## config.mk

```make
export PLATFORM = sky130hd
export DESIGN_NAME = alld_cfg
export DESIGN_NICKNAME = d
export VERILOG_FILES = /design/src/rtl/core/alld_pkg.sv /design/src/rtl/core/alld_cfg.sv
export SDC_FILE = /design/constraint.sdc
export NUM_CORES = 1
export LEC_CHECK = 0
export ABC_AREA = 1
export BUFFER_PORTS_ARGS = -buffer_cell sky130_fd_sc_hd__buf_4
export CAP_MARGIN = 10
export CELL_PAD_IN_SITES_DETAIL_PLACEMENT = 0
export CELL_PAD_IN_SITES_GLOBAL_PLACEMENT = 1
export CORE_MARGIN = 5
export CORE_UTILIZATION = 22
export DETAILED_ROUTE_END_ITERATION = 8
export GPL_TIMING_DRIVEN = 0
export PLACE_DENSITY = 0.78
export REMOVE_ABC_BUFFERS = 1
export SYNTH_ARGS = -nofsm -noshare
export SYNTH_HDL_FRONTEND = slang
export SYNTH_SLANG_ARGS = --single-unit
```

## constraint.sdc

```tcl
create_clock -name clk -period 0.98 [get_ports clk]
set_clock_uncertainty 0.1 [all_clocks]
set_input_delay 0 -clock clk [delete_from_list [all_inputs] [get_ports clk]]
set_output_delay 0 -clock clk [all_outputs]
set_load 0.01 [all_outputs]
```

## src/rtl/core/alld_pkg.sv

```systemverilog
// Shared types and constants of the affinity least-loaded dispatcher.
`default_nettype none
package alld_pkg;

  // Fixed field widths of the stream and register interfaces.
  localparam int ORIGIN_W  = 10;
  localparam int DONE_W    = 4;
  localparam int CHOSEN_W  = 4;
  localparam int WC_W      = 5;
  localparam int IMB_W     = 8;
  localparam int S_TDATA_W = 16;
  localparam int S_TUSER_W = 2;
  localparam int M_TDATA_W = 8;
  localparam int PADDR_W   = 3;
  localparam int PDATA_W   = 32;

  // Register indexes, taken from paddr[2].
  localparam logic REG_WORKER_COUNT  = 1'b0;
  localparam logic REG_MAX_IMBALANCE = 1'b1;

  localparam logic [WC_W-1:0]  WC_RESET  = 5'd16;
  localparam logic [IMB_W-1:0] IMB_RESET = 8'd4;

  // Operation codes carried in tuser bit 0.
  localparam logic OP_DISPATCH = 1'b0;
  localparam logic OP_DONE     = 1'b1;

  typedef struct packed {
    logic [WC_W-1:0]  worker_count;
    logic [IMB_W-1:0] max_imbalance;
  } alld_cfg_t;

endpackage
`default_nettype wire

```

## src/rtl/core/alld_cfg.sv

```systemverilog
// Configuration registers behind the APB-style port.
`default_nettype none
module alld_cfg
  import alld_pkg::*;
(
  input  wire logic               clk,
  input  wire logic               rst,
  input  wire logic               psel,
  input  wire logic               penable,
  input  wire logic               pwrite,
  input  wire logic [PADDR_W-1:0] paddr,
  input  wire logic [PDATA_W-1:0] pwdata,
  output logic      [PDATA_W-1:0] prdata,
  output logic                    pready,
  output alld_cfg_t               cfg
);

  logic reg_sel;

  // Registers sit on a four-byte pitch, so bit 2 alone picks one.
  assign reg_sel = paddr[2];
  assign pready  = 1'b1;

  always_ff @(posedge clk) begin
    if (rst) begin
      cfg.worker_count  <= WC_RESET;
      cfg.max_imbalance <= IMB_RESET;
    end else if (psel && penable && pwrite && pready) begin
      case (reg_sel)
        REG_WORKER_COUNT:  cfg.worker_count  <= pwdata[WC_W-1:0];
        REG_MAX_IMBALANCE: cfg.max_imbalance <= pwdata[IMB_W-1:0];
        default: ;
      endcase
    end
  end

  always_comb begin
    case (reg_sel)
      REG_WORKER_COUNT:  prdata = {{(PDATA_W-WC_W){1'b0}}, cfg.worker_count};
      REG_MAX_IMBALANCE: prdata = {{(PDATA_W-IMB_W){1'b0}}, cfg.max_imbalance};
      default:           prdata = '0;
    endcase
  end

endmodule
`default_nettype wire

```

== After elaboration in Yosys (flattened, before gate mapping) ==
Index checks and enable logic that the tools add are counted.

* Mux-type cells: 1
* Reductions and logical operators: 4
* Bitwise operators: 1

{| class="wikitable"
|+ Operator list
! kind !! count
|-
| $pmux W32 S2 || 1
|-
| $reduce_and A2 Y1 || 2
|-
| $logic_and A1 B1 Y1 || 2
|-
| $not A1 Y1 || 1
|}

* Word-level logic and storage cells: 8
* Register bits: 13
* Bits of input ports: 40

== Logic depth before layout (Yosys ltp) ==
* Depth in word-level cells: 3
* Mapped depth: 6
* Gate-level depth less buffers: 5

== Least setup slack after synthesis ==
OpenSTA, ideal clock, no wires.

* Path kind: reg-to-reg
* From: register cfg[8] (netlist name)
* To: register cfg[8] (netlist name)
* Slack: 0.271 ns
* Cell stages (with the launch flop): 3
* Arrival time: 0.495 ns
* Period minus slack after synthesis: 0.709 ns
* Buffers on the path: 0
* Data required time: 0.766 ns
* Cell sequence: dfxtp_1 nor2_1 nor2_2

{| class="wikitable"
|+ RTL lines
! element !! RTL line !! RTL
|-
| end: declaration || alld_cfg.sv:15 || <nowiki>output alld_cfg_t cfg</nowiki>
|}

== Worst setup path in the final report ==
* From: register cfg[3] (netlist name)
* To: output port prdata[3]

* Word-level cells in the longest chain between the ends: 1

{| class="wikitable"
|+ RTL lines
! element !! RTL line !! RTL
|-
| $pmux W32 S2 || alld_cfg.sv:38 || <nowiki>case (reg_sel)</nowiki>
|-
| end: declaration || alld_cfg.sv:13 || <nowiki>output logic [PDATA_W-1:0] prdata,</nowiki>
|}

Every way passes these cells. The select of a mux whose other input is x is not followed.

==> results.json <==
{
  "status": "complete, no violations",
  "die_h_um": 72.9,
  "postSynthAreaPerCell_um2": 6.59,
  "largest_reg_flops": 13,
  "root_buffer": "clkbuf_8",
  "grt_max_degree": 19,
  "rrSetupSlack_ns": 0.28,
  "routed_wl_um": 2160,
  "maxSlewHeadroom_pct": 66.5,
  "synth_seq_cells": 13,
  "synthesis.area_um2": 870,
  "clk_pin_slew_worst_paths_ns": 0.06,
  "nets": 212,
  "first_global_vias": 729,
  "fin_hold_ws_ns": 0.0317,
  "final_util_pct": 31.6,
  "reg2reg_from": "cfg[9]$_SDFFE_PP0P_",
  "critPathLaunch": "cfg[3]$_SDFFE_PP0P_",
  "grt_pass1_wl_um": 3330,
  "yosysUniqueCellTypes": 15,
  "busiest_layer": "met2",
  "drive_gt1_share_pct": 32.2,
  "multi_input_area_um2": 410,
  "finalHoldViolations": 0,
  "area_delta_synth_final_pct": 36.1,
  "cp_max_fo": 3,
  "synth-seq-area-share_pct": 29.9,
  "top_register": "cfg",
  "cp-start-kind": "register",
  "cts_tree": "yes",
  "top_regs": "cfg: 13 flops",
  "diodes": 0,
  "coreArea_mm2": 0.00374,
  "setup_viol": 0,
  "grt_setup_unrepaired": "yes",
  "met3_usage_pct": 1.79,
  "hpwl_um": 1610,
  "htreeDepth": 1,
  "antenna_found_initial": 0,
  "cts_made_buffers": 3,
  "place.gp.congestion": 0.728,
  "firstDrtPassIters": 4,
  "arrival_ns": 0.83,
  "ant_nets": 0,
  "start_util_pct": 23.2,
  "crit_path_end": "prdata[3]",
  "power_w": 0.00135,
  "max_freq_ghz": 1.07,
  "netlist_instances": 132,
  "maxSlewViolCount": 0,
  "worst_pin_slew_ns": 0.502,
  "period_minus_slack_ns": 0.934,
  "path_class": "register to output pin",
  "r2r-end": "cfg[9]$_SDFFE_PP0P_",
  "fill_cells": 444,
  "hp-class": "input port to register",
  "finalCritPeriodShare_pct": 95.3,
  "power_leakage_nw": 0.640,
  "max_cap_viol_count": 0,
  "viasPerCell": 3.71,
  "ff2ff_path_depth": 2,
  "use_met2_pct": 12.8,
  "clk_path_buf_depth": 2,
  "globalRouteMet1Util_pct": 10.2,
  "drt-wirelength-per-cell_um": 9.84,
  "drc_errors": 0,
  "cts_sinks": 13,
  "clkLatencyLatePin_ns": 0.25,
  "vias": 812,
  "finalSetupTns_ns": 0,
  "hold_depth": 4,
  "io_pins": 86,
  "num_rows": 22,
  "port_buffers": 34,
  "end_kind": "output pin",
  "drt_iter0_markers": 28,
  "dieWidth_um": 72.9,
  "synth_warnings": 0,
  "track_usage_pct": 8.35,
  "regArea_um2": 274,
  "ir_drop_mv": 0.284,
  "dieArea_mm2": 0.00531,
  "cp.required_ns": 0.88,
  "overflow": 0,
  "power_density_mw_per_mm2": 1140
}
## worst min-delay path by stage
stage / start / to / slack, ns
finish: penable / cfg[2]$_SDFFE_PP1P_ / 0.03
CTS: penable / cfg[2]$_SDFFE_PP1P_ / 0.03
detailed placement: pwdata[4] / cfg[12]$_SDFFE_PP1P_ / 0.13
global placement: pwdata[4] / cfg[12]$_SDFFE_PP1P_ / 0.13
floorplan: paddr[2] / prdata[5] / -0.002
global route: penable / cfg[2]$_SDFFE_PP1P_ / 0.07
## routing by layer
metal | wire length, um | up-vias
li1 | - | 421
met1 | 862 | 351
met2 | 1030 | 35
met3 | 201 | 5
met4 | 63 | 0
met5 | 0 | -
## final cells by class
type / count / share of cell area, %
multi-input cells: 98 / 34.7
repair buffers: 42 / 28.6
clock buffers: 4 / 3.81
inverters: 14 / 4.65
flip-flops and latches: 13 / 23.2
well taps: 48 / 5.07
## cell usage after synthesis
cell type	count	area, um2
buf_6	2	22.5
dfxtp_1	13	260
buf_4	27	203
nor2_1	20	75.1
buf_2	1	5.00
inv_4	1	6.26
inv_1	13	48.8
conb_1	2	7.51
nor2_4	1	11.3
nand3_2	1	10.0
o21ai_0	1	5.00
nand3_1	13	65.1
nor2_2	4	25.0
o21ai_1	1	5.00
nand2_1	32	120
## repair_timing
item                       in CTS  in global routing
setup endpoints to repair       0                  6
resized for setup               0                 12
buffers inserted                0                  0
hold endpoints to repair       12                  0
hold buffers                    8                  0
## worst max-delay path, cell delays in order, from the launching register on
cell     delay [ns]
dfxtp_2        0.35
nand2_1        0.06
nand2_1        0.08
buf_6          0.10
## placed cells by master (no fill, tap or decap), drive strengths merged
cell type and count:
buf 34, clkbuf 4, conb 25, dfxtp 13, dlygate4sd3 8, inv 14
nand2 32, nand3 14, nor2 25, o21ai 2
## logic make-up after synthesis
group / Yosys count / share of synthesized area (%)
compound gates: 2 / 1.15
buf+inv: 44 / 32.8
flops: 13 / 29.9
other cells: 2 / 0.864
simple gates: 71 / 35.3
## stage by stage
stage	cells	cell area, um2	setup WS, ns
final	219	1180	0.0456
after detailed placement	207	1040	-0.0601
after CTS	219	1170	0.00435
after global routing	219	1180	-0.00448
after floorplan	125	726	0.266
after global placement	207	1040	-0.0566
## where the power goes
part | internal (W) | switching, W | leakage, nW
logic | 0.000123 | 0.000161 | 0.509
registers | 0.000551 | 0.0000137 | 0.109
clock network | 0.000288 | 0.000215 | 0.0228
total | 0.000962 | 0.000390 | 0.640
No activity file was read; power rests on OpenSTA's default activity.
