--- src/rtl/core/alld_addsub.sv ---
// Shared adder and subtractor used for the load compares, the threshold sum and the count updates.
`default_nettype none
module alld_addsub #(
  parameter int W = 17
) (
  input  wire logic [W-1:0] a,
  input  wire logic [W-1:0] b,
  input  wire logic         sub,
  output logic      [W:0]   sum
);

  // With sub set, the top bit is the carry out: high when a is not below b.
  assign sum = {1'b0, a} + {1'b0, (sub ? ~b : b)} + {{W{1'b0}}, sub};

endmodule
`default_nettype wire

--- config.mk ---
export PLATFORM = sky130hd
export DESIGN_NAME = alld_addsub
export DESIGN_NICKNAME = d
export VERILOG_FILES = /design/src/rtl/core/alld_addsub.sv
export SDC_FILE = /design/constraint.sdc
export NUM_CORES = 1
export LEC_CHECK = 0
export BUFFER_PORTS_ARGS = -buffer_cell sky130_fd_sc_hd__buf_2
export CAP_MARGIN = 5
export CORE_ASPECT_RATIO = 1.2
export CORE_MARGIN = 4
export CORE_UTILIZATION = 35
export DETAILED_ROUTE_END_ITERATION = 10
export GPL_ROUTABILITY_DRIVEN = 0
export PLACE_DENSITY_LB_ADDON = 0.25
export SETUP_SLACK_MARGIN = 0.5
export SKIP_LAST_GASP = 1
export SYNTH_ARGS = -nofsm -noshare
export SYNTH_HDL_FRONTEND = slang
export SYNTH_SLANG_ARGS = --single-unit
export TNS_END_PERCENT = 5
--- constraint.sdc ---
create_clock -name vclk -period 3
set_input_delay 0.3 -clock vclk [all_inputs]
set_output_delay 0.3 -clock vclk [all_outputs]
set_load 0.01 [all_outputs]
== After elaboration in Yosys (flattened, before gate mapping) ==
Index checks and enable logic that the tools add are counted.
Storage, ports and cells
  input bits: 35
  output and inout port bits: 18
  register bits: 0
  logic and storage cells: 4
Operators by class
  muxes and demuxes: 1
  add/sub/neg operators: 2
  bitwise logic cells: 1
Operators by type and width (number)
  adder 17 x 17 -> 18 bit: 1
  adder 18 x 1 -> 18 bit: 1
  two-way mux 17 bit: 1
  inverter 17 bit: 1

== Longest topological paths before layout ==
Gate-level depths: netlist of run 1.
  depth in word-level cells: 4
  mapped depth: 10
  depth with buffers taken out: 7

== Worst setup path after synthesis of run 1 ==
Ideal clock, no wire load.
  path kind: input port to output port
  from: in sub
  to: out sum[11]
  data required time: 2.700 ns
  stages: 9
  setup slack: 0.078 ns
  path buffers: 2
  arrival time: 2.622 ns
  path through: buf_6 clkbuf_1 xor2_1 ha_1 and4_1 a211o_1 o211ai_2 nand2_2 a311oi_1
On the way
  word-level cells in the longest chain between the ends: 3
RTL lines
  start, declared: RTL line 8  | input wire logic sub,
  two-way mux 17 bit: RTL line 13  | assign sum = {1'b0, a} + {1'b0, (sub ? ~b : b)} + {{W{1'b0}}, sub};
  adder 17 x 17 -> 18 bit: RTL line 13
  adder 18 x 1 -> 18 bit (*): RTL line 13
  end, declared: RTL line 9  | output logic [W:0] sum
Every way passes the cells marked *; elsewhere a longest branch is shown, timed or not.

== Worst setup path after layout of run 1 ==
Ends and elaborated chain as after synthesis.

==> results of run 1 <==
-- cells by family (layout without fill, tap and decap cells) --
kind of cell / after synthesis / in the layout / share of synthesized area
AO/OA/AOI/OAI: 42 / 42 / 0.285
XOR/XNOR: 29 / 29 / 0.236
adder cells (fa/ha/maj): 17 / 17 / 0.205
buffers and inverters: 11 / 64 / 0.0454
multiplexers: 2 / 2 / 0.0244
AND/OR/NAND/NOR: 40 / 40 / 0.204
-- cell type report --
class / count / share of cell area
Timing Repair Buffer: 60 / 0.226
Multi-Input combinational cell: 130 / 0.734
Tap cell: 34 / 0.0294
Inverter: 4 / 0.0104
-- through the flow --
stage / instances / hold slack, ns
finish: 228 / 0.892
global route: 228 / 0.898
CTS: 228 / 0.894
detailed placement: 223 / 0.893
global placement: 223 / 0.881
floorplan: 141 / 0.676
-- layer usage --
metal | vias to the layer above | track usage | routed length (um)
li1 | 633 | - | -
met1 | 543 | 0.166 | 1230
met2 | 30 | 0.291 | 1540
met3 | 2 | 0.00931 | 171
met4 | 0 | 0.0170 | 16
met5 | - | 0 | 0
-- final timing paths --
| kind | endpoint | slack [ns] | cells past startpoint |
|---|---|---|---|
| worst max-delay path | sum[11] | 0.47 | 9 |
| worst min-delay path | sum[0] | 0.89 | 3 |
-- power groups by stage --
stage	clock network, W	logic (W)	registers (W)
global route	0	0.000548	0
global placement	0	0.000468	0
finish	0	0.000493	0
detailed placement	0	0.000475	0
floorplan	0	0.000332	0
CTS	0	0.000497	0
-- critical path, delay by kind of cell --
kind / cells / cell delay (ns)
AND/OR/NAND/NOR: 2 / 0.31
adder cells (fa/ha/maj): 1 / 0.36
XOR/XNOR: 1 / 0.17
AO/OA/AOI/OAI: 3 / 0.79
buffers and inverters: 2 / 0.30
-- cells in the final DEF (no fill, tap or decap), types with 4 or more instances in the layout --
master,Yosys,routed
o21ai_0,4,4
a21oi_1,12,11
buf_2,0,52
and3_1,5,5
xnor2_1,6,6
a21o_1,6,6
nand2_1,9,9
nand3_1,4,4
ha_1,16,14
buf_4,0,7
xor2_1,23,22
inv_1,4,4
nor2_1,5,5
-- what timing repair did --
action / CTS / global route
buffers inserted: 5 / 0
endpoints found under the setup margin: 12 / 11
gates cloned: 0 / 0
gates resized for setup: 6 / 0
pin swaps: 9 / 0
==> summary.txt, run 1 <==
Logic synthesis
  • Largest cells by area after synthesis: xor2_1, ha_1, a21oi_1
  • Synth Warn #: 0
  • Cell with the most instances after synthesis: xor2_1
  • Post-Synthesis Cells: 141
  • Mapped Nets: 193
  • Area leader, netlist: xor2_1
  • Distinct cells, synth: 45
  • Synth top area share: 0.187
  • Register area share after synthesis: 0
  • Most instantiated cells after synthesis: xor2_1, ha_1, a21oi_1, nand2_1
  • Mapped Area: 1070 sq um
  • Syn Area/Cell: 7.62 sq um

Timing
  • Worst-margin pin slew: 0.301 ns
  • Sum Neg Setup Slack: 0 ns
  • Fmax: 0.395 GHz
  • Min cycle time layout: 2.53 ns
  • Relative slew slack: 0.797
  • Worst setup margin: 0.467 ns
  • Tcrit/Tclk final: 0.844
  • Endpoints failing setup: 0
  • RSZ-0062 raised after global routing: yes
  • Final-report hold violation count: 0
  • Max Slew Vio Count: 0

Min path
  • Hold Crit Class: input pin to output pin
  • Critical hold path startpoint: a[0]

Floorplan
  • Die Area: 4030 sq um
  • Die Wd: 58.6 um
  • Core area: 2860 sq um
  • Initial Util: 0.375
  • Die height: 68.7 um
  • I/O pin count: 53
  • Row count: 21

Worst setup path
  • CP Data Required Time: 2.70 ns
  • Critical Path Max Stage Delay: 0.36 ns
  • Crit Path Max Fanout: 15
  • Crit Path Class: input pin to output pin
  • Element type at the critical path end: output pin
  • CP Cell Sequence: buf_8 > xor2_1 > ha_1 > and3_1 > a211o_1 > o211ai_2 > nand2_2 > a311oi_2 > buf_2
  • Setup crit start: sub
  • Worst EP arrival: 2.23 ns
  • Worst path slowest cell: ha_1
  • Crit path launch type: input pin

Cells and area
  • Footprint of the multi-input gates: 1060 sq um
  • ANT cells: 0
  • Sequential cells: 0
  • Nets@finish: 248
  • Area grow syn2layout: 34.8%
  • Design Area, Final: 1450 sq um
  • Utilization after layout: 0.506
  • Share of layout cells above drive strength 1: 0.397
  • Fillers: 283
  • Reg area: 0 sq um
  • CLK BUF: 0

Placed design
  • Port buffer count: 53
  • Placed cell areas: 1390 sq um
  • Post-Place Worst Slack: 0.127 ns
  • Final HPWL DP: 2.48 mm

Power
  • Seq pwr share: 0
  • Switch share: 0.530
  • Tot Pwr: 0.000493 W
  • Peak VDD IR: 0.166 mV
  • LEAKAGE: 0.745 nW
  • Comb pwr share: 1.000
  • Pwr/cell area: 340 nW/um^2
  • Power Internal: 0.000232 W
  • Clock share of power: 0
  • P_sw: 0.000261 W

Flow run
  • Max-Cap Viols: 0

Global routing
  • Global route overflow: 0
  • Overall Global Routing Usage: 0.143
  • Vias in the first global route: 1,196
  • First-pass GRT wire length: 4.75 mm
  • Largest net degree at the start of global routing: 16
  • Initial antenna violation count: 0

Drt
  • Via density per instance: 5.30
  • Via count: 1,208
  • Routed WL: 2.96 mm
  • DRT iter0 DRCs: 23
  • Detail Route Antenna Nets: 0
  • DRT Pass-1 Iters: 4
  • WL/cell: 13.0 um
  • DRC: 0

Status
  • Status: completed

Clock network
  • Hold buffers post-CTS: 0
(Power assumes the default switching activity.)
==> run 2: changes to the inputs <==
==> constraint.sdc (replaced) <==
create_clock -name vclk -period 2.1
set_input_delay 0.21 -clock vclk [all_inputs]
set_output_delay 0.21 -clock vclk [all_outputs]
set_load 0.01 [all_outputs]
==> run 2 against run 1 <==
Effect of this change:
- the run now ends with negative setup slack left
- routed wire length up 16%
- combinational power up 71%
- sequential cell count unchanged
- global-route usage up 2.2 points
- utilization up 11 points
- sequential share of layout area unchanged
- via count up 14%
- final cell count up 15%
- final area up 21%
- highest routed layer is now met3
- non-clock buffer count up 34
==> summary.txt, run 2 (same netlist as run 1, synthesis figures left out) <==
Power
  • Comb pwr share: 1.000 (about the same)
  • Peak VDD IR: 0.306 mV (was 0.166 mV)
  • Pwr/cell area: 482 nW/um^2 (was 340 nW/um^2)
  • Clock share of power: 0 (about the same)
  • Seq pwr share: 0 (about the same)
  • LEAKAGE: 0.921 nW (was 0.745 nW)
  • Power Internal: 0.000433 W (was 0.000232 W)
  • P_sw: 0.000412 W (was 0.000261 W)
  • Switch share: 0.488 (was 0.530)

Min path
  • Hold Crit Class: input pin to output pin (unchanged)

Status
  • Status: finished with violations (was completed)
  • Failing checks: negative setup slack

Drt
  • Routed WL: 3.43 mm (was 2.96 mm)
  • Via count: 1,372 (was 1,208)
  • DRT iter0 DRCs: 44 (was 23)
  • Via density per instance: 5.24 (was 5.30)
  • DRT Pass-1 Iters: 4 (unchanged)
  • Detail Route Antenna Nets: 0 (unchanged)
  • WL/cell: 13.1 um (was 13.0 um)
  • DRC: 0 (unchanged)

Cells and area
  • Nets@finish: 282 (was 248)
  • Share of layout cells above drive strength 1: 0.491 (was 0.397)
  • Utilization after layout: 0.612 (was 0.506)
  • ANT cells: 0 (unchanged)
  • Reg area: 0 sq um (unchanged)
  • CLK BUF: 0 (unchanged)
  • Sequential cells: 0 (unchanged)
  • Area grow syn2layout: 63.0% (was 34.8%)
  • Design Area, Final: 1750 sq um (was 1450 sq um)
  • Commonest non-fill, non-tap cell in the layout: buf_2 (unchanged)
  • Layout Cells excl Fill: 262 (was 228)
  • Highest-count cells in the layout ignoring fill and taps: buf_2, buf_4, xor2_1 (was buf_2, xor2_1, ha_1)

Worst setup path
  • Worst path slowest cell: ha_1 (unchanged)
  • CP Data Required Time: 1.89 ns (was 2.70 ns)
  • CP Cell Sequence: buf_12 > buf_6 > xor2_1 > ha_1 > and3_4 > a221oi_4 > a211o_1 > a31oi_2 > xor2_1 > buf_2 (was buf_8 > xor2_1 > ha_1 > and3_1 > a211o_1 > o211ai_2 > nand2_2 > a311oi_2 > buf_2)
  • Worst path bufs/invs: 3 (was 2)
  • Worst path top cell family by delay: compound AO/OA/AOI/OAI gates (unchanged)
  • Worst EP arrival: 2.13 ns (was 2.23 ns)
  • Critical Path Max Stage Delay: 0.37 ns (was 0.36 ns)
  • Element type at the critical path end: output pin (unchanged)
  • Crit Path Class: input pin to output pin (unchanged)
  • Most frequent CP cell: xor2_1
  • Crit Path Max Fanout: 7 (was 15)
  • Crit path launch type: input pin (unchanged)

Timing
  • Worst-margin pin slew: 0.269 ns (was 0.301 ns)
  • Final-report hold violation count: 0 (unchanged)
  • Worst setup margin: -0.238 ns (was 0.467 ns)
  • Endpoints failing setup: 12 (was 0)
  • RSZ-0062 raised after global routing: yes (unchanged)
  • Min cycle time layout: 2.34 ns
  • Max Slew Vio Count: 0 (unchanged)
  • Sum Neg Setup Slack: -1.74 ns (was 0 ns)
  • Relative slew slack: 0.819 (was 0.797)
  • Fmax: 0.428 GHz
  • Tcrit/Tclk final: 1.11

Floorplan
  • I/O pin count: 53 (unchanged)
  • Row count: 21 (unchanged)
  • Die Area: 4030 sq um (unchanged)
  • Die Wd: 58.6 um (unchanged)
  • Core area: 2860 sq um (unchanged)
  • Initial Util: 0.375 (unchanged)
  • Die height: 68.7 um (unchanged)

Placed design
  • Port buffer count: 53 (unchanged)
  • Final HPWL DP: 2.92 mm (was 2.48 mm)
  • Dpl cells: 258 (was 223)
  • Placed cell areas: 1660 sq um (was 1390 sq um)
  • Post-Place Worst Slack: -0.344 ns (was 0.127 ns)

Global routing
  • Overall Global Routing Usage: 0.165 (was 0.143)
  • Largest net degree at the start of global routing: 10 (was 16)
  • First-pass GRT wire length: 5.52 mm (was 4.75 mm)
  • Global route overflow: 0 (unchanged)
  • Vias in the first global route: 1,359 (was 1,196)
  • Initial antenna violation count: 0 (unchanged)

Flow run
  • Max-Cap Viols: 0 (unchanged)

Clock network
  • Hold buffers post-CTS: 0 (unchanged)
run 2: cell types whose count changed in the layout (fill, tap and decap cells not counted), moves of 2 or more:
cell	delta
buf_6	+3
buf_12	+2
ha_2	-2
ha_1	+2
buf_4	+31
run 2: layout make-up:
type,count,area (sq um)
Fill cell,271,1110
Multi-Input combinational cell,130,1080
Timing Repair Buffer,94,614
Tap cell,34,42.5
Inverter,4,15.0
run 2: worst paths after layout:
check,to,cells after the start,from,slack (ns)
max,sum[14],10,sub,-0.24
min,sum[0],4,a[0],0.79
run 2: repair_timing:
item,4_1_cts,5_1_grt
buffers inserted,3,1
setup endpoints to repair,16,16
resized for setup,10,1
pin swaps,23,4
endpoints found under the hold margin,0,0
run 2: per-stage QoR:
stage	total power, W	hold WS [ns]
3_5_place_dp	0.000801	0.789
3_3_place_gp	0.000779	0.783
6_report	0.000845	0.785
4_1_cts	0.000840	0.789
5_1_grt	0.000928	0.810
2_1_floorplan	0.000474	0.496
run 2: power groups by stage:
stage	Clock [W]	Combinational [W]	Sequential [W]
floorplan	0	0.000474	0
global placement	0	0.000779	0
detailed placement	0	0.000801	0
CTS	0	0.000840	0
global route	0	0.000928	0
finish	0	0.000845	0
run 2: metal layers:
metal | share of wire | GRT usage | up-vias
li1 | - | - | 700
met1 | 0.40 | 0.189 | 641
met2 | 0.56 | 0.344 | 31
met3 | 0.043 | 0.00745 | 0
met4 | 0 | 0.0113 | 0
met5 | 0 | 0 | -
==> run 3: changes to the inputs <==
--- a/config.mk
+++ b/config.mk
@@ -12,7 +12,7 @@
 export CORE_UTILIZATION = 35
 export DETAILED_ROUTE_END_ITERATION = 10
 export GPL_ROUTABILITY_DRIVEN = 0
-export PLACE_DENSITY_LB_ADDON = 0.25
+export PLACE_DENSITY = 0.73
 export SETUP_SLACK_MARGIN = 0.5
 export SKIP_LAST_GASP = 1
 export SYNTH_ARGS = -nofsm -noshare
==> run 3 against run 2 <==
Effect of this change:
- the flow still finishes with violations (negative setup slack)
- sequential share of layout area is the same
- final cell count grew 2.7%
- sequential cell count is the same
- global-route usage grew 0.89 points
- critical path depth is the same
- setup slack lost 0.049 ns
- first-iteration DRC count shrank 39%
- total power grew 10%
- maximum frequency shrank 2.1%
- final area grew 7.8%
- non-clock buffer count grew 7
- critical path type unchanged
- highest routed layer is now met4
==> summary.txt, run 3 (same netlist as run 1, synthesis figures left out) <==
Status
  • Status: finished with violations (unchanged)
  • Failing checks: negative setup slack (unchanged)

Drt
  • WL/cell: 14.2 um (was 13.1 um)
  • DRT iter0 DRCs: 27 (was 44)
  • Via count: 1,440 (was 1,372)
  • Detail Route Antenna Nets: 0 (unchanged)
  • DRT Pass-1 Iters: 4 (unchanged)
  • Routed WL: 3.82 mm (was 3.43 mm)
  • DRC: 0 (unchanged)
  • Via density per instance: 5.35 (was 5.24)

Cells and area
  • Sequential cells: 0 (unchanged)
  • Highest-count cells in the layout ignoring fill and taps: buf_2, buf_4, xor2_1 (unchanged)
  • CLK BUF: 0 (unchanged)
  • Reg area: 0 sq um (unchanged)
  • Commonest non-fill, non-tap cell in the layout: buf_2 (unchanged)
  • Nets@finish: 289 (was 282)
  • ANT cells: 0 (unchanged)
  • Area grow syn2layout: 75.7% (was 63.0%)
  • Design Area, Final: 1890 sq um (was 1750 sq um)
  • Share of layout cells above drive strength 1: 0.562 (was 0.491)

Timing
  • Hold Worst Slack: 0.781 ns (was 0.785 ns)
  • RSZ-0062 raised after global routing: yes (unchanged)
  • Relative slew slack: 0.809 (was 0.819)
  • Final-report hold violation count: 0 (unchanged)
  • Fmax: 0.419 GHz (was 0.428 GHz)
  • Worst-margin pin slew: 0.287 ns (was 0.269 ns)
  • Min cycle time layout: 2.39 ns (was 2.34 ns)
  • Max Slew Vio Count: 0 (unchanged)
  • Tcrit/Tclk final: 1.14 (was 1.11)
  • Endpoints failing setup: 11 (was 12)
  • Worst setup margin: -0.287 ns (was -0.238 ns)

Placed design
  • Port buffer count: 53 (unchanged)
  • Final HPWL DP: 2.77 mm (was 2.92 mm)
  • Placed cell areas: 1680 sq um (was 1660 sq um)
  • Post-Place Worst Slack: -0.368 ns (was -0.344 ns)

Global routing
  • Largest net degree at the start of global routing: 9 (was 10)
  • Global route overflow: 0 (unchanged)
  • Vias in the first global route: 1,410 (was 1,359)
  • Initial antenna violation count: 0 (unchanged)
  • First-pass GRT wire length: 5.72 mm (was 5.52 mm)
  • Overall Global Routing Usage: 0.174 (was 0.165)

Worst setup path
  • CP Data Required Time: 1.89 ns (about the same)
  • Crit path launch type: input pin (unchanged)
  • Crit Path Class: input pin to output pin (unchanged)
  • Element type at the critical path end: output pin (unchanged)
  • Worst EP arrival: 2.18 ns (was 2.13 ns)
  • Crit Path Max Fanout: 8 (was 7)

Min path
  • Hold Crit Depth: 4 (unchanged)
  • Hold Crit Class: input pin to output pin (unchanged)

Power
  • Peak VDD IR: 0.310 mV (was 0.306 mV)
  • Pwr/cell area: 494 nW/um^2 (was 482 nW/um^2)
  • Tot Pwr: 0.000933 W (was 0.000845 W)
  • LEAKAGE: 0.970 nW (was 0.921 nW)

Floorplan
  • Initial Util: 0.375 (unchanged)
  • I/O pin count: 53 (unchanged)
  • Die Area: 4030 sq um (unchanged)
  • Core area: 2860 sq um (unchanged)
  • Row count: 21 (unchanged)
  • Die height: 68.7 um (unchanged)
  • Die Wd: 58.6 um (unchanged)

Flow run
  • Max-Cap Viols: 0 (unchanged)
run 3: cell types whose count changed in the layout (fill, tap and decap cells not counted), sizes merged:
cell and change:
buf +7
run 3: layout make-up:
class / instances / area (sq um)
inverter: 4 / 15.0
timing repair buffer: 101 / 671
tap: 34 / 42.5
multi-input combinational: 130 / 1160
fill: 245 / 976
run 3: worst paths after layout:
path,from,endpoint,slack (ns)
hold / removal,a[0],sum[0],0.78
setup / recovery,sub,sum[14],-0.29
run 3: timing repair:
action,CTS,global route
buffers inserted,6,3
hold buffers,0,0
cloned,0,0
endpoints found under the setup margin,16,16
resized for setup,21,7
pin swaps,26,8
run 3: layer usage:
layer	vias up	routed length, um	GRT usage	part of all wire
met5	-	0	0	0
met4	0	91	0.0340	0.024
met3	10	223	0.0242	0.058
met2	45	2120	0.359	0.56
met1	671	1380	0.184	0.36
li1	714	-	-	-
run 3: through the flow:
stage | setup TNS (ns) | instances | utilization
after floorplan | -1.54 | 141 | -
after global placement | -3.01 | 260 | 0.586
after detailed placement | -3.23 | 260 | 0.586
after CTS | -1.69 | 266 | 0.639
after global routing | -3.29 | 269 | 0.659
final | -2.06 | 269 | 0.659
run 3: power breakdown:
| part | switching, W | internal [W] |
|---|---|---|
| clock network | 0 | 0 |
| logic | 0.000454 | 0.000478 |
| registers | 0 | 0 |
| total | 0.000454 | 0.000478 |
run 3: critical path, stage by stage:
cell and delay (ns):
buf_12 0.12, buf_6 0.11, xor2_1 0.15, ha_1 0.37
and3_4 0.23, a221oi_4 0.07, a211o_1 0.34, a31oi_1 0.23
xor2_1 0.17, buf_2 0.15
